$ cat src/hw/rtl/pid_pkg.sv
// ---------------------------------------------------------------------------
// pid_pkg: shared types and constants of the clamped PID controller
// Field widths, register indexes, command codes and the configuration struct.
// ---------------------------------------------------------------------------
package pid_pkg;

  // Payload and register widths.
  localparam int SAMPLE_W = 16;
  localparam int GAIN_W   = 16;
  localparam int LIMIT_W  = 23;
  localparam int OUT_W    = 24;
  localparam int CFG_IDX_W  = 3;
  localparam int CFG_DATA_W = LIMIT_W;

  // Internal arithmetic widths.
  localparam int ERR_W   = SAMPLE_W + 1;    // setpoint minus measurement
  localparam int DIFF_W  = ERR_W + 1;       // error minus previous error
  localparam int SUM_W   = OUT_W;           // clamped error sum
  localparam int PROD_P_W = GAIN_W + ERR_W;
  localparam int PROD_I_W = GAIN_W + SUM_W;
  localparam int PROD_D_W = GAIN_W + DIFF_W;
  localparam int ACC_W    = PROD_I_W + 1;
  localparam int FRAC_W   = 8;              // Q8.8 gains
  localparam int SHIFT_W  = ACC_W - FRAC_W;

  // Reset values of the limit registers.
  localparam logic [LIMIT_W-1:0] RESET_DRIVE_LIMIT    = LIMIT_W'(999999);
  localparam logic [LIMIT_W-1:0] RESET_INTEGRAL_LIMIT = LIMIT_W'(8388607);

  // Command codes carried in the func field.
  typedef enum logic [1:0] {
    FUNC_MEAS  = 2'd0,
    FUNC_ERROR = 2'd1,
    FUNC_CLEAR = 2'd2
  } func_t;

  // Configuration register indexes.
  typedef enum logic [CFG_IDX_W-1:0] {
    REG_GAIN_P    = 3'd0,
    REG_GAIN_I    = 3'd1,
    REG_GAIN_D    = 3'd2,
    REG_TARGET    = 3'd3,
    REG_OUT_LIMIT = 3'd4,
    REG_INT_LIMIT = 3'd5
  } reg_idx_t;

  // Configuration seen by the datapath.
  typedef struct packed {
    logic signed [GAIN_W-1:0]   gain_p;
    logic signed [GAIN_W-1:0]   gain_i;
    logic signed [GAIN_W-1:0]   gain_d;
    logic signed [SAMPLE_W-1:0] target_value;
    logic [LIMIT_W-1:0]         drive_limit;
    logic [LIMIT_W-1:0]         integral_limit;
  } cfg_t;

endpackage

$ cat src/hw/rtl/pid_if.sv
// ---------------------------------------------------------------------------
// pid_if: valid/ready channels of the clamped PID controller
// One interface for the command stream and one for the control results.
// ---------------------------------------------------------------------------

// Command channel: one transaction per update or clear command.
interface pid_in_if
  import pid_pkg::*;
  ();
  logic                       valid;
  logic                       ready;
  logic [1:0]                 func;
  logic signed [SAMPLE_W-1:0] sample;

  modport source (output valid, output func, output sample, input ready);
  modport sink   (input valid, input func, input sample, output ready);
endinterface

// Result channel: one transaction per command.
interface pid_out_if
  import pid_pkg::*;
  ();
  logic                    valid;
  logic                    ready;
  logic signed [OUT_W-1:0] control_out;

  modport source (output valid, output control_out, input ready);
  modport sink   (input valid, input control_out, output ready);
endinterface

$ cat src/hw/rtl/pid_cfg_regs.sv
// ---------------------------------------------------------------------------
// pid_cfg_regs: configuration register bank
// Holds gains, setpoint and limits; writes to unknown indexes are dropped.
// ---------------------------------------------------------------------------
module pid_cfg_regs
  import pid_pkg::*;
(
  input  logic                  clk,
  input  logic                  rst_n,
  input  logic                  cfg_we,
  input  logic [CFG_IDX_W-1:0]  cfg_index,
  input  logic [CFG_DATA_W-1:0] cfg_wdata,
  output cfg_t                  cfg
);

  cfg_t cfg_r;
  cfg_t cfg_nxt;

  // Decode the write index into one register update.
  always_comb begin
    cfg_nxt = cfg_r;
    if (cfg_we) begin
      case (reg_idx_t'(cfg_index))
        REG_GAIN_P:    cfg_nxt.gain_p         = cfg_wdata[GAIN_W-1:0];
        REG_GAIN_I:    cfg_nxt.gain_i         = cfg_wdata[GAIN_W-1:0];
        REG_GAIN_D:    cfg_nxt.gain_d         = cfg_wdata[GAIN_W-1:0];
        REG_TARGET:    cfg_nxt.target_value   = cfg_wdata[SAMPLE_W-1:0];
        REG_OUT_LIMIT: cfg_nxt.drive_limit    = cfg_wdata[LIMIT_W-1:0];
        REG_INT_LIMIT: cfg_nxt.integral_limit = cfg_wdata[LIMIT_W-1:0];
        default: ;
      endcase
    end
  end

  always_ff @(posedge clk) begin
    if (!rst_n) begin
      cfg_r.gain_p         <= '0;
      cfg_r.gain_i         <= '0;
      cfg_r.gain_d         <= '0;
      cfg_r.target_value   <= '0;
      cfg_r.drive_limit    <= RESET_DRIVE_LIMIT;
      cfg_r.integral_limit <= RESET_INTEGRAL_LIMIT;
    end else begin
      cfg_r <= cfg_nxt;
    end
  end

  assign cfg = cfg_r;

endmodule

$ cat src/hw/rtl/pid_controller_clamped.sv
// ---------------------------------------------------------------------------
// pid_controller_clamped: positional PID controller with clamped integral
// Four-stage pipeline: input register, error/integral update, gain
// multiplies, sum with shift and output saturation.
// ---------------------------------------------------------------------------
//
//   channel   direction  handshake        payload
//   in_ch     in         valid / ready    func[1:0], sample[15:0] signed
//   out_ch    out        valid / ready    control_out[23:0] signed
//   cfg_*     in         cfg_we           cfg_index[2:0], cfg_wdata[22:0]
//
// One command per cycle is accepted; each result passes the stage 1, stage 2 and
// result registers. The error and integral recurrence closes within stage 1,
// which sets that rate. When the result register is full and not taken, the
// whole pipeline holds and in_ch.ready drops. Reset empties the pipeline,
// zeroes the stored error and sum and loads the register defaults.
//
module pid_controller_clamped
  import pid_pkg::*;
(
  input  logic                  clk,
  input  logic                  rst_n,
  pid_in_if.sink                in_ch,
  pid_out_if.source             out_ch,
  input  logic                  cfg_we,
  input  logic [CFG_IDX_W-1:0]  cfg_index,
  input  logic [CFG_DATA_W-1:0] cfg_wdata
);

  cfg_t cfg;

  // Stage 0: input register.
  logic                       v0_r;
  logic [1:0]                 func0_r;
  logic signed [SAMPLE_W-1:0] sample0_r;

  // Controller state.
  logic signed [ERR_W-1:0] prev_err_r;
  logic signed [SUM_W-1:0] err_sum_r;
  logic signed [ERR_W-1:0] prev_err_nxt;
  logic signed [SUM_W-1:0] err_sum_nxt;

  // Stage 1: error terms.
  logic                     v1_r, clr1_r;
  logic signed [ERR_W-1:0]  e1_r;
  logic signed [DIFF_W-1:0] diff1_r;
  logic signed [SUM_W-1:0]  sum1_r;

  // Stage 2: products.
  logic                       v2_r, clr2_r;
  logic signed [PROD_P_W-1:0] prod_p2_r;
  logic signed [PROD_I_W-1:0] prod_i2_r;
  logic signed [PROD_D_W-1:0] prod_d2_r;

  // Stage 3: result register.
  logic                    out_valid_r;
  logic signed [OUT_W-1:0] out_data_r;
  logic signed [OUT_W-1:0] out_data_nxt;

  logic advance;
  logic clear0;
  logic signed [ERR_W-1:0]  e_nxt;
  logic signed [DIFF_W-1:0] diff_nxt;
  logic signed [SUM_W:0]    sum_raw;
  logic signed [SUM_W:0]    int_lim;
  logic signed [PROD_P_W-1:0] prod_p_nxt;
  logic signed [PROD_I_W-1:0] prod_i_nxt;
  logic signed [PROD_D_W-1:0] prod_d_nxt;
  logic signed [ACC_W-1:0]    acc;
  logic signed [SHIFT_W-1:0]  acc_shr;
  logic signed [SHIFT_W-1:0]  out_lim;

  pid_cfg_regs u_cfg (
    .clk       (clk),
    .rst_n     (rst_n),
    .cfg_we    (cfg_we),
    .cfg_index (cfg_index),
    .cfg_wdata (cfg_wdata),
    .cfg       (cfg)
  );

  // The pipeline moves as a whole unless the result is stalled.
  assign advance     = !out_valid_r || out_ch.ready;
  assign in_ch.ready = advance;

  always_ff @(posedge clk) begin
    if (!rst_n) begin
      v0_r <= 1'b0;
    end else if (advance) begin
      v0_r <= in_ch.valid;
    end
  end

  always_ff @(posedge clk) begin
    if (advance) begin
      func0_r   <= in_ch.func;
      sample0_r <= in_ch.sample;
    end
  end

  // Stage 1: form the error, its difference and the clamped integral.
  always_comb begin
    clear0   = (func0_r != FUNC_MEAS) && (func0_r != FUNC_ERROR);
    if (func0_r == FUNC_MEAS) begin
      e_nxt = ERR_W'(cfg.target_value) - ERR_W'(sample0_r);
    end else begin
      e_nxt = ERR_W'(sample0_r);
    end
    diff_nxt = DIFF_W'(e_nxt) - DIFF_W'(prev_err_r);
    int_lim  = (SUM_W+1)'(cfg.integral_limit);
    sum_raw  = (SUM_W+1)'(err_sum_r) + (SUM_W+1)'(e_nxt);
    if (sum_raw > int_lim) begin
      sum_raw = int_lim;
    end else if (sum_raw < -int_lim) begin
      sum_raw = -int_lim;
    end

    prev_err_nxt = prev_err_r;
    err_sum_nxt  = err_sum_r;
    if (advance && v0_r) begin
      if (clear0) begin
        prev_err_nxt = '0;
        err_sum_nxt  = '0;
      end else begin
        prev_err_nxt = e_nxt;
        err_sum_nxt  = sum_raw[SUM_W-1:0];
      end
    end
  end

  always_ff @(posedge clk) begin
    if (!rst_n) begin
      prev_err_r <= '0;
      err_sum_r  <= '0;
      v1_r       <= 1'b0;
    end else begin
      prev_err_r <= prev_err_nxt;
      err_sum_r  <= err_sum_nxt;
      if (advance) begin
        v1_r <= v0_r;
      end
    end
  end

  always_ff @(posedge clk) begin
    if (advance) begin
      clr1_r  <= clear0;
      e1_r    <= e_nxt;
      diff1_r <= diff_nxt;
      sum1_r  <= sum_raw[SUM_W-1:0];
    end
  end

  // Stage 2: three independent gain multiplies.
  assign prod_p_nxt = PROD_P_W'(cfg.gain_p) * PROD_P_W'(e1_r);
  assign prod_i_nxt = PROD_I_W'(cfg.gain_i) * PROD_I_W'(sum1_r);
  assign prod_d_nxt = PROD_D_W'(cfg.gain_d) * PROD_D_W'(diff1_r);

  always_ff @(posedge clk) begin
    if (!rst_n) begin
      v2_r <= 1'b0;
    end else if (advance) begin
      v2_r <= v1_r;
    end
  end

  always_ff @(posedge clk) begin
    if (advance) begin
      clr2_r    <= clr1_r;
      prod_p2_r <= prod_p_nxt;
      prod_i2_r <= prod_i_nxt;
      prod_d2_r <= prod_d_nxt;
    end
  end

  // Stage 3: add, floor shift out the fraction, saturate the drive value.
  always_comb begin
    acc     = ACC_W'(prod_p2_r) + ACC_W'(prod_i2_r) + ACC_W'(prod_d2_r);
    acc_shr = acc[ACC_W-1:FRAC_W];
    out_lim = SHIFT_W'(cfg.drive_limit);
    if (clr2_r) begin
      out_data_nxt = '0;
    end else if (acc_shr > out_lim) begin
      out_data_nxt = OUT_W'(out_lim);
    end else if (acc_shr < -out_lim) begin
      out_data_nxt = OUT_W'(-out_lim);
    end else begin
      out_data_nxt = acc_shr[OUT_W-1:0];
    end
  end

  always_ff @(posedge clk) begin
    if (!rst_n) begin
      out_valid_r <= 1'b0;
    end else if (advance) begin
      out_valid_r <= v2_r;
    end
  end

  always_ff @(posedge clk) begin
    if (advance) begin
      out_data_r <= out_data_nxt;
    end
  end

  assign out_ch.valid       = out_valid_r;
  assign out_ch.control_out = out_data_r;

  // A clear command leaves the stored error and sum at zero.
  a_clear_state: assert property (@(posedge clk) disable iff (!rst_n)
    (advance && v0_r && clear0) |=> (prev_err_r == '0 && err_sum_r == '0))
    else $error("stored state not cleared by a clear command");

  // After an update the integral lies within the limit in force at that edge.
  a_sum_clamped: assert property (@(posedge clk) disable iff (!rst_n)
    (advance && v0_r) |=>
      ((SUM_W+1)'(err_sum_r) <= $past(int_lim) &&
       (SUM_W+1)'(err_sum_r) >= -$past(int_lim)))
    else $error("error sum outside the integral limit");

  // A clear command reaching the last stage produces a zero result.
  a_clear_output: assert property (@(posedge clk) disable iff (!rst_n)
    (advance && v2_r && clr2_r) |=> (out_valid_r && out_data_r == '0))
    else $error("clear command did not produce a zero result");

endmodule

$ cat src/flat_wrapper.sv
// flat-port wrapper written by rule: the top's interface ports become plain ports
module pid_controller_clamped_flat import pid_pkg::*;
  (clk, rst_n, cfg_we, cfg_index, cfg_wdata, in_ch_valid, in_ch_func, in_ch_sample, in_ch_ready, out_ch_valid, out_ch_control_out, out_ch_ready);
  pid_in_if in_ch_i ();
  pid_out_if out_ch_i ();
  input  logic clk;
  input  logic rst_n;
  input  logic cfg_we;
  input  logic [CFG_IDX_W-1:0] cfg_index;
  input  logic [CFG_DATA_W-1:0] cfg_wdata;
  input wire logic [$bits(in_ch_i.valid)-1:0] in_ch_valid;
  input wire logic [$bits(in_ch_i.func)-1:0] in_ch_func;
  input wire logic [$bits(in_ch_i.sample)-1:0] in_ch_sample;
  output wire logic [$bits(in_ch_i.ready)-1:0] in_ch_ready;
  output wire logic [$bits(out_ch_i.valid)-1:0] out_ch_valid;
  output wire logic [$bits(out_ch_i.control_out)-1:0] out_ch_control_out;
  input wire logic [$bits(out_ch_i.ready)-1:0] out_ch_ready;
  assign in_ch_i.valid = in_ch_valid;
  assign in_ch_i.func = in_ch_func;
  assign in_ch_i.sample = in_ch_sample;
  assign in_ch_ready = in_ch_i.ready;
  assign out_ch_valid = out_ch_i.valid;
  assign out_ch_control_out = out_ch_i.control_out;
  assign out_ch_i.ready = out_ch_ready;
  pid_controller_clamped u_core (.clk(clk), .rst_n(rst_n), .in_ch(in_ch_i), .out_ch(out_ch_i), .cfg_we(cfg_we), .cfg_index(cfg_index), .cfg_wdata(cfg_wdata));
endmodule
$ cat config.mk
export PLATFORM = sky130hd
export DESIGN_NAME = pid_controller_clamped_flat
export DESIGN_NICKNAME = d
export VERILOG_FILES = /design/src/hw/rtl/pid_pkg.sv /design/src/hw/rtl/pid_if.sv /design/src/hw/rtl/pid_cfg_regs.sv /design/src/hw/rtl/pid_controller_clamped.sv /design/src/flat_wrapper.sv
export SDC_FILE = /design/constraint.sdc
export NUM_CORES = 2
export LEC_CHECK = 0
export BUFFER_PORTS_ARGS = -buffer_cell sky130_fd_sc_hd__buf_2
export CAP_MARGIN = 25
export CORE_MARGIN = 3
export CORE_UTILIZATION = 40
export CTS_CLUSTER_DIAMETER = 120
export DETAILED_ROUTE_END_ITERATION = 12
export SYNTH_ARGS = -nofsm -noshare
export SYNTH_HDL_FRONTEND = slang
export SYNTH_SLANG_ARGS = --single-unit
export TNS_END_PERCENT = 5
$ cat constraint.sdc
create_clock -name clk -period 9.5 [get_ports clk]
set_input_delay 0.95 -clock clk [delete_from_list [all_inputs] [get_ports clk]]
set_output_delay 0.95 -clock clk [all_outputs]
set_load 0.02 [all_outputs]
**After elaboration in Yosys (flattened, before gate mapping)**

Cells that the tools add are included.

- Input port bits: 49
- Register bits after elaboration: 365

- $mul: 3
- Equal/unequal tests: 6
- $lt $le $gt $ge: 4
- Add/sub/neg operators: 7
- Reductions and logical operators: 14
- Muxes and demuxes: 7

Operators with widths:

| kind | number |
|---|---|
| 2-to-1 mux 24 bit | 4 |
| adder 33 x 40 -> 41 bit | 1 |
| adder 41 x 34 -> 41 bit | 1 |
| multiplier 16 x 24 -> 40 bit | 1 |
| multiplier 16 x 18 -> 34 bit | 1 |
| 2-to-1 mux 17 bit | 2 |
| greater-than comparator 33 x 24 -> 1 bit | 1 |
| < comparator 33 bit | 1 |
| multiplier 16 x 17 -> 33 bit | 1 |
| negation 23 -> 33 bit | 1 |
| adder 24 x 17 -> 25 bit | 1 |
| greater-than comparator 25 x 24 -> 1 bit | 1 |
| < comparator 25 bit | 1 |
| negation 23 -> 25 bit | 1 |
| 2-to-1 mux 23 bit | 1 |
| subtractor 17 x 17 -> 18 bit | 1 |
| subtractor 16 x 16 -> 17 bit | 1 |
| AND reduction 2 bit | 6 |
| == test 3 x 2 -> 1 bit, second input constant | 2 |
| == test 3 bit, second input constant | 2 |
| == test 3 x 1 -> 1 bit, second input constant | 1 |
| zero test 3 bit | 1 |
| logical AND 1 bit | 2 |
| zero test 2 bit | 1 |
| other kinds (5) | 5 |

**Longest topological paths before layout**

- Depth after elaboration: 7
- Mapped depth: 35
- Mapped depth without buffers: 34

**Cells and area by module**

Synthesis repeated with hierarchy kept, for this count alone.

- Cell total of the unflattened synthesis: 6069
- Area total of the unflattened synthesis: 57236.1 sq um

By module, submodules not included:

| module | cells each | area each (sq um) | instances |
|---|---|---|---|
| pid_controller_clamped | 5660 | 52987.1 | 1 |
| pid_cfg_regs | 409 | 4249.1 | 1 |

**Worst setup path after synthesis**

Ideal clock, no wire load.

- Path type: input port to flip-flop
- Start point: input port out_ch_ready
- End point: register u_core.err_sum_r[0]
- Arrival: 7.260 ns
- Slack: 2.181 ns
- Cell stages on the path: 6
- Cell sequence: nor2b_1 -> inv_1 -> nand2_1 -> nor3b_1 -> clkbuf_1 -> a22o_1

- Word-level cells in the longest chain between the ends: 2

Ends and longest elaborated chain:

| what | line | source |
|---|---|---|
| start, declared | flat_wrapper.sv:17 | `input wire logic [$bits(out_ch_i.ready)-1:0] out_ch_ready;` |
| logical OR 1 bit | pid_controller_clamped.sv:83 | `assign advance = !out_valid_r \|\| out_ch.ready;` |
| via in_ch_ready | flat_wrapper.sv:14 | `output wire logic [$bits(in_ch_i.ready)-1:0] in_ch_ready;` |
| logical AND 1 bit | pid_controller_clamped.sv:120 | `if (advance && v0_r) begin` |
| end signal, assigned | pid_controller_clamped.sv:138 | `err_sum_r <= err_sum_nxt;` |
| end, declared | pid_controller_clamped.sv:39 | `logic signed [SUM_W-1:0] err_sum_r;` |

The timed path passes the listed nets, and every way through them passes these cells.
A chain may end at the register's enable or synchronous reset.

**Worst setup path after layout**

- Start point: register u_core.u_cfg.cfg_r (netlist bit u_core.u_cfg.cfg[46])
- End point: register u_core.sum1_r[5] (data pin)

- Word-level cells in the longest chain between the ends: 6
- Elaborated cells between the ends (all ways): 7
- Those cells by class: 2 x add/sub; 2 x order compare; 3 x mux

Ends and longest elaborated chain:

| what | line | source |
|---|---|---|
| start, declared | pid_cfg_regs.sv:16 | `cfg_t cfg_r;` |
| start signal, assigned | pid_cfg_regs.sv:44 | `cfg_r <= cfg_nxt;` |
| subtractor 16 x 16 -> 17 bit * | pid_controller_clamped.sv:105 | `e_nxt = ERR_W'(cfg.target_value) - ERR_W'(sample0_r);` |
| 2-to-1 mux 17 bit * | pid_controller_clamped.sv:104 | `if (func0_r == FUNC_MEAS) begin` |
| via u_core.e_nxt[8] | pid_controller_clamped.sv:62 | `logic signed [ERR_W-1:0] e_nxt;` |
| adder 24 x 17 -> 25 bit * | pid_controller_clamped.sv:111 | `sum_raw = (SUM_W+1)'(err_sum_r) + (SUM_W+1)'(e_nxt);` |
| < comparator 25 bit | pid_controller_clamped.sv:114 | `end else if (sum_raw < -int_lim) begin` |
| 2-to-1 mux 24 bit | pid_controller_clamped.sv:114 |  |
| 2-to-1 mux 24 bit * | pid_controller_clamped.sv:112 | `if (sum_raw > int_lim) begin` |
| via u_core.sum_raw[5] | pid_controller_clamped.sv:64 | `logic signed [SUM_W:0] sum_raw;` |
| end signal, assigned | pid_controller_clamped.sv:150 | `sum1_r <= sum_raw[SUM_W-1:0];` |
| end, declared | pid_controller_clamped.sv:47 | `logic signed [SUM_W-1:0] sum1_r;` |

The timed path passes the listed nets; every way through them passes the cells marked *.

==> qor.yml <==
register_area_um2: 9410
synthTopCellsByArea: "fa_1 (35%), edfxtp_1 (11%), ha_1 (10%), inv_1 (7.8%), nand2_1 (5.5%)"
max_slew.worst_pin.slew_ps: 1160
nFillCells: 13700
wire_per_inst_um: 20.0
yosysWarnings: 0
slew_viol_final: 0
end_kind: "flop"
antenna_found_initial: 10
yosysTopAreaCellShare_pct: 34.7
maxCapViolCount: 0
core_area_um2: 140000
utilization_pct: 43.2
avgSynthCellArea_um2: 9.36
fin_crit_sh_pct: 89.0
cts_resized: 0
maxSlewHeadroom_pct: 22.1
crit_arrival_ps: 8790
critPathLaunchType: "flop"
hp-class: "flop to flop"
ys_async_sr_fraction_pct: 0
start_util_pct: 40.5
io_pins: 75
synth_top_flop_cell: "edfxtp_1"
grt_pass1_wl_um: 252000
place_area_um2: 59000
grt_usage_pct: 22.1
critical_path.slowest_cell: "o21ai_0"
min_period_ps: 8460
reg2regPathDepth: 33
fmax_mhz: 118
firstDrtPassIters: 6
dieArea_um2: 146000
cts-root-buf: "clkbuf_16"
pwr_density_cell_nw_per_um2: 149
dr_total_vias: 41300
synth_edf_count: 210
drt_iter0_drc: 2954
whs_path_depth: 2
htreeDepth: 2
layout-drive-gt1-share_pct: 4.42
power.leakage_uw: 0.0271
die_h_um: 382
crit_path_frequent_cell: "a21o_1"
ys_types: 88
tritoncts: "yes"
seq_area_frac_synth_pct: 16.6
hold_viol: 0
cp.required_ps: 9830
ys_ff_latch: 365
clock_sinks: 365
outcome: "finished, final reports clean"
clk_latency_ps: 590
synth_area_um2: 56700
grt_overflow: 0
dp_hpwl_um: 126000
vdd_ir_drop_max_uv: 301
nets: 7509
grt_max_degree: 116
routabilityCongestion: 0.902
area_growth_syn_to_layout_pct: 6.72
grt_pass1_vias: 43300
crit_path_max_incr_delay_ps: 630
critPathKind: "flop to flop"
viasPerCell: 5.21
synth_top_area_cell: "fa_1"
clockBufferDepth: 3
multi_input_area_um2: 42000
port_buffers: 74
path_clk_slew_ps: 60
final-setup-viol-count: 0
rsz0062_at_grt: "no"
holdBufCountCts: 0
cts_buffers: 42
synthesis.nets: 7558
postRouteWirelength_um: 158000
tns_ps: 0
ant_nets: 0
postSynthCellCount: 6058
cp_max_fo: 30
cts_setup_buffers: 0
drc_errors: 0
finalClockSkew_ps: 25.8
fp.dieW_um: 382
placementRows: 137
stdcell_area_um2: 60500
metrics by stage:
stage | power (uW) | hold slack, ps | instances | setup WS (ps)
finish | 9020 | 466 | 7920 | 1040
global route | 9700 | 491 | 7919 | 380
CTS | 9040 | 470 | 7914 | 1090
detailed placement | 7340 | 462 | 7836 | 1140
global placement | 7280 | 457 | 7833 | 1170
floorplan | 5750 | 400 | 6058 | 2180
Yosys cell counts (6+ instances only):
cell type / instances
inv_1: 1173
a21oi_1: 160
or3_1: 12
a21o_1: 108
o211ai_1: 55
nand2b_1: 81
a2111oi_0: 6
a211o_1: 8
a211oi_1: 27
dfxtp_1: 155
xnor2_1: 180
nand4_1: 25
o32ai_1: 14
nor3_1: 37
o21a_1: 29
nor2b_1: 45
or2_2: 25
a22o_1: 27
a21boi_0: 84
o21ai_0: 101
nor2_1: 199
nor4_1: 28
buf_1: 16
fa_1: 982
nand2_1: 827
xor2_1: 38
nand3_1: 49
and3_1: 36
and4_1: 8
o21bai_1: 23
edfxtp_1: 210
o31ai_1: 14
clkbuf_1: 208
a31oi_1: 25
nand3b_1: 9
mux2i_1: 53
ha_1: 469
and2_1: 381
o22ai_1: 12
a22oi_1: 13
sequential cells by signal, indices dropped and copies added (netlist names):
| signal | count |
|---|---|
| u_core.clr1_r | 1 |
| u_core.clr2_r | 1 |
| u_core.diff1_r | 18 |
| u_core.e1_r | 17 |
| u_core.err_sum_r | 24 |
| u_core.func0_r | 2 |
| u_core.out_ch.control_out | 24 |
| u_core.out_ch.valid | 1 |
| u_core.prev_err_r | 17 |
| u_core.prod_d2_r | 34 |
| u_core.prod_i2_r | 40 |
| u_core.prod_p2_r | 33 |
| u_core.sample0_r | 16 |
| u_core.sum1_r | 24 |
| u_core.u_cfg.cfg | 110 |
| u_core.v0_r | 1 |
| u_core.v1_r | 1 |
| u_core.v2_r | 1 |
layer usage:
| layer | track usage, % | share of wire (%) | wire length (um) |
|---|---|---|---|
| met1 | 31.3 | 45 | 71500 |
| met2 | 36.2 | 46 | 73700 |
| met3 | 3.21 | 6.4 | 10100 |
| met4 | 4.27 | 2.0 | 3210 |
| met5 | 0 | 0 | 0 |
placed cells by master (no fill, tap or decap), drive strengths merged, types with 53 or more instances in the layout:
master and instances:
a21boi 84, fa 982, a21o 108, nor2 199, nand2 828, ha 469, dfxtp 155, o211ai 57
edfxtp 210, a21oi 161, o21ai 106, nand2b 81, buf 136, and2 381, mux2i 53, inv 1179
xnor2 180
cell type report:
class / instances / share of cell area [%]
Sequential cell: 365 / 15.6
Clock buffer: 49 / 1.81
Timing Repair Buffer: 136 / 1.52
Inverter: 1175 / 7.30
Clock inverter: 29 / 0.476
Multi-Input combinational cell: 4289 / 69.4
Antenna cell: 1 / 0.00414
Tap cell: 1876 / 3.88
worst max-delay path, delay by kind of cell (launching register included):
| family | cells | cell delay, ps |
|---|---|---|
| adder cells (fa/ha/maj) | 4 | 1250 |
| AND/OR/NAND/NOR | 6 | 1220 |
| flip-flops | 1 | 310 |
| buffers and inverters | 4 | 490 |
| XOR/XNOR | 1 | 80 |
| AO/OA/AOI/OAI | 18 | 4790 |
kinds of logic after synthesis:
family                     share of synthesized area [%]
and+or+nand+nor                                     15.2
DFF                                                 16.6
buffers and inverters                               9.32
muxes                                               1.14
AOI/OAI and AO/OA                                   9.31
xor gates and xnor gates                            3.37
adders and majority gates                           45.0
final timing paths:
path	start	end	slack (ps)
max	u_core.u_cfg.cfg[46]	u_core.sum1_r[5]	1040
min	u_core.v2_r	u_core.v2_r	470
max reg2reg	u_core.u_cfg.cfg[46]	u_core.sum1_r[5]	1040
min reg2reg	u_core.v2_r	u_core.v2_r	470
report_power, final:
group	internal, uW	switching, uW
logic	1870	2890
clock network	948	716
registers	2020	573
total	4840	4180
Power figures use the tool's default switching activity.
